==> config.mk <==
export PLATFORM = sky130hd
export DESIGN_NAME = sem_ctrl
export DESIGN_NICKNAME = d
export VERILOG_FILES = /design/src/rtl/core/sobel_edge_magnitude_rgb_unit_assert.svh /design/src/rtl/core/sem_pkg.sv /design/src/rtl/core/sem_ctrl.sv
export SDC_FILE = /design/constraint.sdc
export NUM_CORES = 1
export LEC_CHECK = 0
export BUFFER_PORTS_ARGS = -buffer_cell sky130_fd_sc_hd__buf_2
export CORE_AREA = 2 2 39 41
export DETAILED_ROUTE_END_ITERATION = 10
export DIE_AREA = 0 0 41 43
export REMOVE_ABC_BUFFERS = 1
export SLEW_MARGIN = 10
export SYNTH_ARGS = -nofsm -noshare
export SYNTH_HDL_FRONTEND = slang
export SYNTH_SLANG_ARGS = --single-unit
==> constraint.sdc <==
create_clock -name clk -period 1 [get_ports clk]
set_input_delay 0.2 -clock clk [delete_from_list [all_inputs] [get_ports clk]]
set_output_delay 0.2 -clock clk [all_outputs]
set_load 0.03 [all_outputs]
==> src/rtl/core/sobel_edge_magnitude_rgb_unit_assert.svh <==
`ifndef SOBEL_EDGE_MAGNITUDE_RGB_UNIT_ASSERT_SVH
`define SOBEL_EDGE_MAGNITUDE_RGB_UNIT_ASSERT_SVH
`ifndef ASSERT_OFF
`define ASSERT_IMPLIES(label, clk, rst_n, a, b) \
	label: assert property (@(posedge clk) disable iff (!rst_n) (a) |-> (b)) else $error("%m");
`define ASSERT_NEXT(label, clk, rst_n, a, b) \
	label: assert property (@(posedge clk) disable iff (!rst_n) (a) |=> (b)) else $error("%m");
`else
`define ASSERT_IMPLIES(label, clk, rst_n, a, b)
`define ASSERT_NEXT(label, clk, rst_n, a, b)
`endif
`endif

==> src/rtl/core/sem_pkg.sv <==
package sem_pkg;
	localparam int unsigned DefMaxWidth = 1024;
	localparam int unsigned DefMaxHeight = 1024;
	localparam int unsigned CfgW = 11;
	localparam logic [0:0] RegWidth = 1'b0;
	localparam logic [0:0] RegHeight = 1'b1;
	localparam logic [10:0] ResetWidth = 11'd640;
	localparam logic [10:0] ResetHeight = 11'd480;
	localparam logic ActPixel = 1'b0;
	localparam logic ActDrain = 1'b1;

	typedef enum logic [2:0] {
		ST_IDLE,
		ST_READ,
		ST_WIN,
		ST_GRAD,
		ST_SQRT,
		ST_OUT
	} state_t;

	typedef struct packed {
		logic restart;
		logic rd_line;
		logic load_win;
		logic grad;
		logic sqrt_start;
		logic sqrt_step;
		logic out_load;
	} cmd_t;

	typedef struct packed {
		logic emit;
		logic more;
		logic sqrt_done;
	} stat_t;
endpackage

==> src/rtl/core/sem_ctrl.sv <==
module sem_ctrl
	import sem_pkg::*;
(
	input  logic  clk,
	input  logic  arst_n,
	input  logic  in_valid,
	output logic  in_ready,
	output logic  out_valid,
	input  logic  out_ready,
	input  logic  cfg_we,
	input  stat_t stat,
	output cmd_t  cmd
);
	state_t state_q, state_d;

	always_ff @(posedge clk or negedge arst_n) begin
		if (!arst_n) begin
			state_q <= ST_IDLE;
		end else begin
			state_q <= state_d;
		end
	end

	always_comb begin
		state_d = state_q;
		cmd = '0;
		in_ready = 1'b0;
		out_valid = 1'b0;
		if (cfg_we) begin
			cmd.restart = 1'b1;
			state_d = ST_IDLE;
		end else begin
			case (state_q)
				ST_IDLE: begin
					in_ready = 1'b1;
					if (in_valid) begin
						cmd.rd_line = 1'b1;
						state_d = ST_READ;
					end
				end
				ST_READ: begin
					cmd.load_win = 1'b1;
					state_d = ST_WIN;
				end
				ST_WIN: begin
					if (stat.emit) begin
						cmd.grad = 1'b1;
						state_d = ST_GRAD;
					end else if (stat.more) begin
						cmd.rd_line = 1'b1;
						state_d = ST_READ;
					end else begin
						state_d = ST_IDLE;
					end
				end
				ST_GRAD: begin
					cmd.sqrt_start = 1'b1;
					state_d = ST_SQRT;
				end
				ST_SQRT: begin
					cmd.sqrt_step = 1'b1;
					if (stat.sqrt_done) begin
						state_d = ST_OUT;
					end
				end
				ST_OUT: begin
					out_valid = 1'b1;
					if (out_ready) begin
						cmd.out_load = 1'b1;
						state_d = ST_IDLE;
					end
				end
				default: state_d = ST_IDLE;
			endcase
		end
	end
endmodule

==> reports/metrics.yaml <==
rsz0062_at_grt: "true"
reg_top3: "state_q: 3 flops"
slew_headroom_pct: 83.4
clock_skew_ns: 0.000259
fin_nets: 75
power.leakage_nw: 0.283
violations: "negative setup slack"
seq_area_sq_um: 78.8
largest_register_ffs: 3
grt_pass1_wl_um: 1480
setup_ws_ns: -0.421
io_buffers: 16
fmax_ghz: 0.704
ioPinCount: 17
track_usage_pct: 12.0
synth-xor-area-share_pct: 0
slowest_delay_ns: 0.45
cts.sinks: 3
multi_input_area_sq_um: 243
core_sq_um: 1380
critPathBufInv: 2
die_x_um: 41
netlist_area_sq_um: 305
drive_gt1_share_pct: 74.2
arrival_ns: 1.22
crit_path_start_kind: "flip-flop"
yosys.area_share.simple_pct: 36.5
path_cells: "buf_6 > nor4b_4 > buf_6"
setup_viol: 11
dr.pass1.iters: 2
h-tree-depth: 1
vias: 375
cts_tree: "built"
drt_wl_total_um: 921
synth_top_family_by_area: "simple AND/OR/NAND/NOR gates"
drt_iter0_drc: 6
crit_slowest_cell: "dfrtp_2"
drv_cap: 0
post_layout_nonfiller_instances: 82
grt_max_degree: 9
via_per_inst: 4.57
end_kind: "output pin"
synth_area_per_cell_sq_um: 8.03
yosysWarnings: 0
avgRoutedWirePerCell_um: 11.2
synthesis.instances: 38
critPathTopFamily: "flip-flops"
ys_seq_area_share_pct: 24.6
antenna_found_initial: 0
hp-class: "input port to asynchronous set/reset pin"
gp_congestion: 0.679
n_antenna_cell: 0
cts_root_buf: "clkbuf_4"
synthAdderAreaFrac_pct: 0
regMostFlops: "state_q"
synth_compound_area_share_pct: 18.0
cp.required_ns: 0.80
hold_violations: 0
worst_pin_slew_ns: 0.249
grt_pass1_vias: 341
vdd_ir_drop_max_mv: 0.432
fillerInstances: 145
ys_ff_latch: 3
slew_viol_final: 0
drc: 0
place_inst: 72
clk_pin_slew_worst_paths_ns: 0.04
fin_total_pwr_mw: 0.665
worst_skew_pair.late_latency_ns: 0.23
synthToLayoutAreaGrowth_pct: 98.4
dieArea_sq_um: 1760
synth_mux_area_share_pct: 0
ant_nets: 0
fp.dieH_um: 43
fin_crit_ns: 1.42
outcome: "finished, violations left"
power_density_nw_per_um2: 1100
place_hpwl_um: 557
rows: 14
start_util_pct: 22.1
synthDistinctLibCells: 21
cts_buffers: 3
grt_overflow: 0
period_share_pct: 142
clock_path_buffers: 2
cp_max_fo: 6
crit_top_cell: "buf_6"
path_class: "flip-flop to output pin"
cells by family after synthesis:
family / after synthesis
and+or+nand+nor: 19
AOI/OAI and AO/OA: 8
buffers and inverters: 8
DFF: 3
layer usage:
| metal | vias to the layer above | wire, um | track usage, % |
|---|---|---|---|
| met3 | 2 | 59 | 0.524 |
| met1 | 172 | 386 | 16.4 |
| met5 | - | 0 | 0 |
| li1 | 187 | - | - |
| met2 | 14 | 458 | 18.4 |
| met4 | 0 | 16 | 6.00 |
cells in the mapped netlist:
cell      n  share of area (%)
a211oi_1  1                2.5
a21oi_1   2                3.3
a32o_1    1                3.3
and2_1    1                2.1
and3_1    2                4.1
and3b_1   1                2.9
buf_4     1                2.5
buf_6     4                 15
dfrtp_1   3                 25
inv_1     3                3.7
nand2_1   4                4.9
nand3b_1  1                2.5
nor2_1    4                4.9
nor3_1    1                1.6
nor3_2    2                6.6
nor4_1    2                4.1
nor4b_1   1                2.9
o21ai_0   1                1.6
o21ai_1   1                1.6
o21bai_2  1                3.7
o22ai_1   1                2.1
cell usage in the layout, fill, tap and decap left out, types with 2 or more instances in the layout:
master and instances:
buf_4 13, buf_2 8, buf_6 7, nand2_1 4, inv_1 3, clkbuf_4 3
dfrtp_2 3, nor4_2 2, nor2_4 2, nor3_2 2, a21oi_2 2
path summary, 6_finish.rpt:
| kind | from | end | slack, ns | depth (start not counted) |
|---|---|---|---|---|
| worst min-delay path | arst_n | state_q[1] | 0.29 | 2 |
| worst max register to register | state_q[1] | state_q[0] | -0.22 | 5 |
| min in group clk | out_ready | state_q[2] | 0.29 | 4 |
| worst min register to register | state_q[2] | state_q[2] | 0.79 | 3 |
| max in group asynchronous | arst_n | state_q[0] | 0.59 | 2 |
| worst max-delay path | state_q[1] | cmd[1] | -0.42 | 3 |
final cells by class:
type | count | share of cell area (%)
timing repair buffer | 29 | 37.4
clock buffer | 4 | 4.34
multi-input combinational | 27 | 40.1
sequential | 3 | 13.0
inverter | 3 | 1.86
tap | 16 | 3.31
per-stage QoR:
stage,util (%),setup slack (ns),cell area [sq um],hold WS (ns),TNS [ns]
finish,43.8,-0.421,606,0.292,-3.54
global route,43.8,-0.500,606,0.297,-4.19
CTS,38.6,-0.421,534,0.280,-3.36
detailed placement,29.3,-0.352,405,-0.00401,-2.27
global placement,29.3,-0.314,405,-0.00318,-2.13
floorplan,-,-0.795,253,-0.0956,-3.62
repair_timing:
item	in CTS	in global routing
pin swaps	6	2
setup endpoints to repair	11	11
hold buffers	1	0
gates resized for setup	21	14
endpoints found under the hold margin	3	0
buffers inserted	5	1
power by group:
group / internal (mW) / switching [mW] / total (mW) / leakage, nW
combinational: 0.146 / 0.140 / 0.286 / 0.232
sequential: 0.136 / 0.0317 / 0.168 / 0.0355
clock: 0.149 / 0.0609 / 0.210 / 0.0150
total: 0.432 / 0.233 / 0.665 / 0.283
Note: power is estimated with default switching activity, not from simulation.
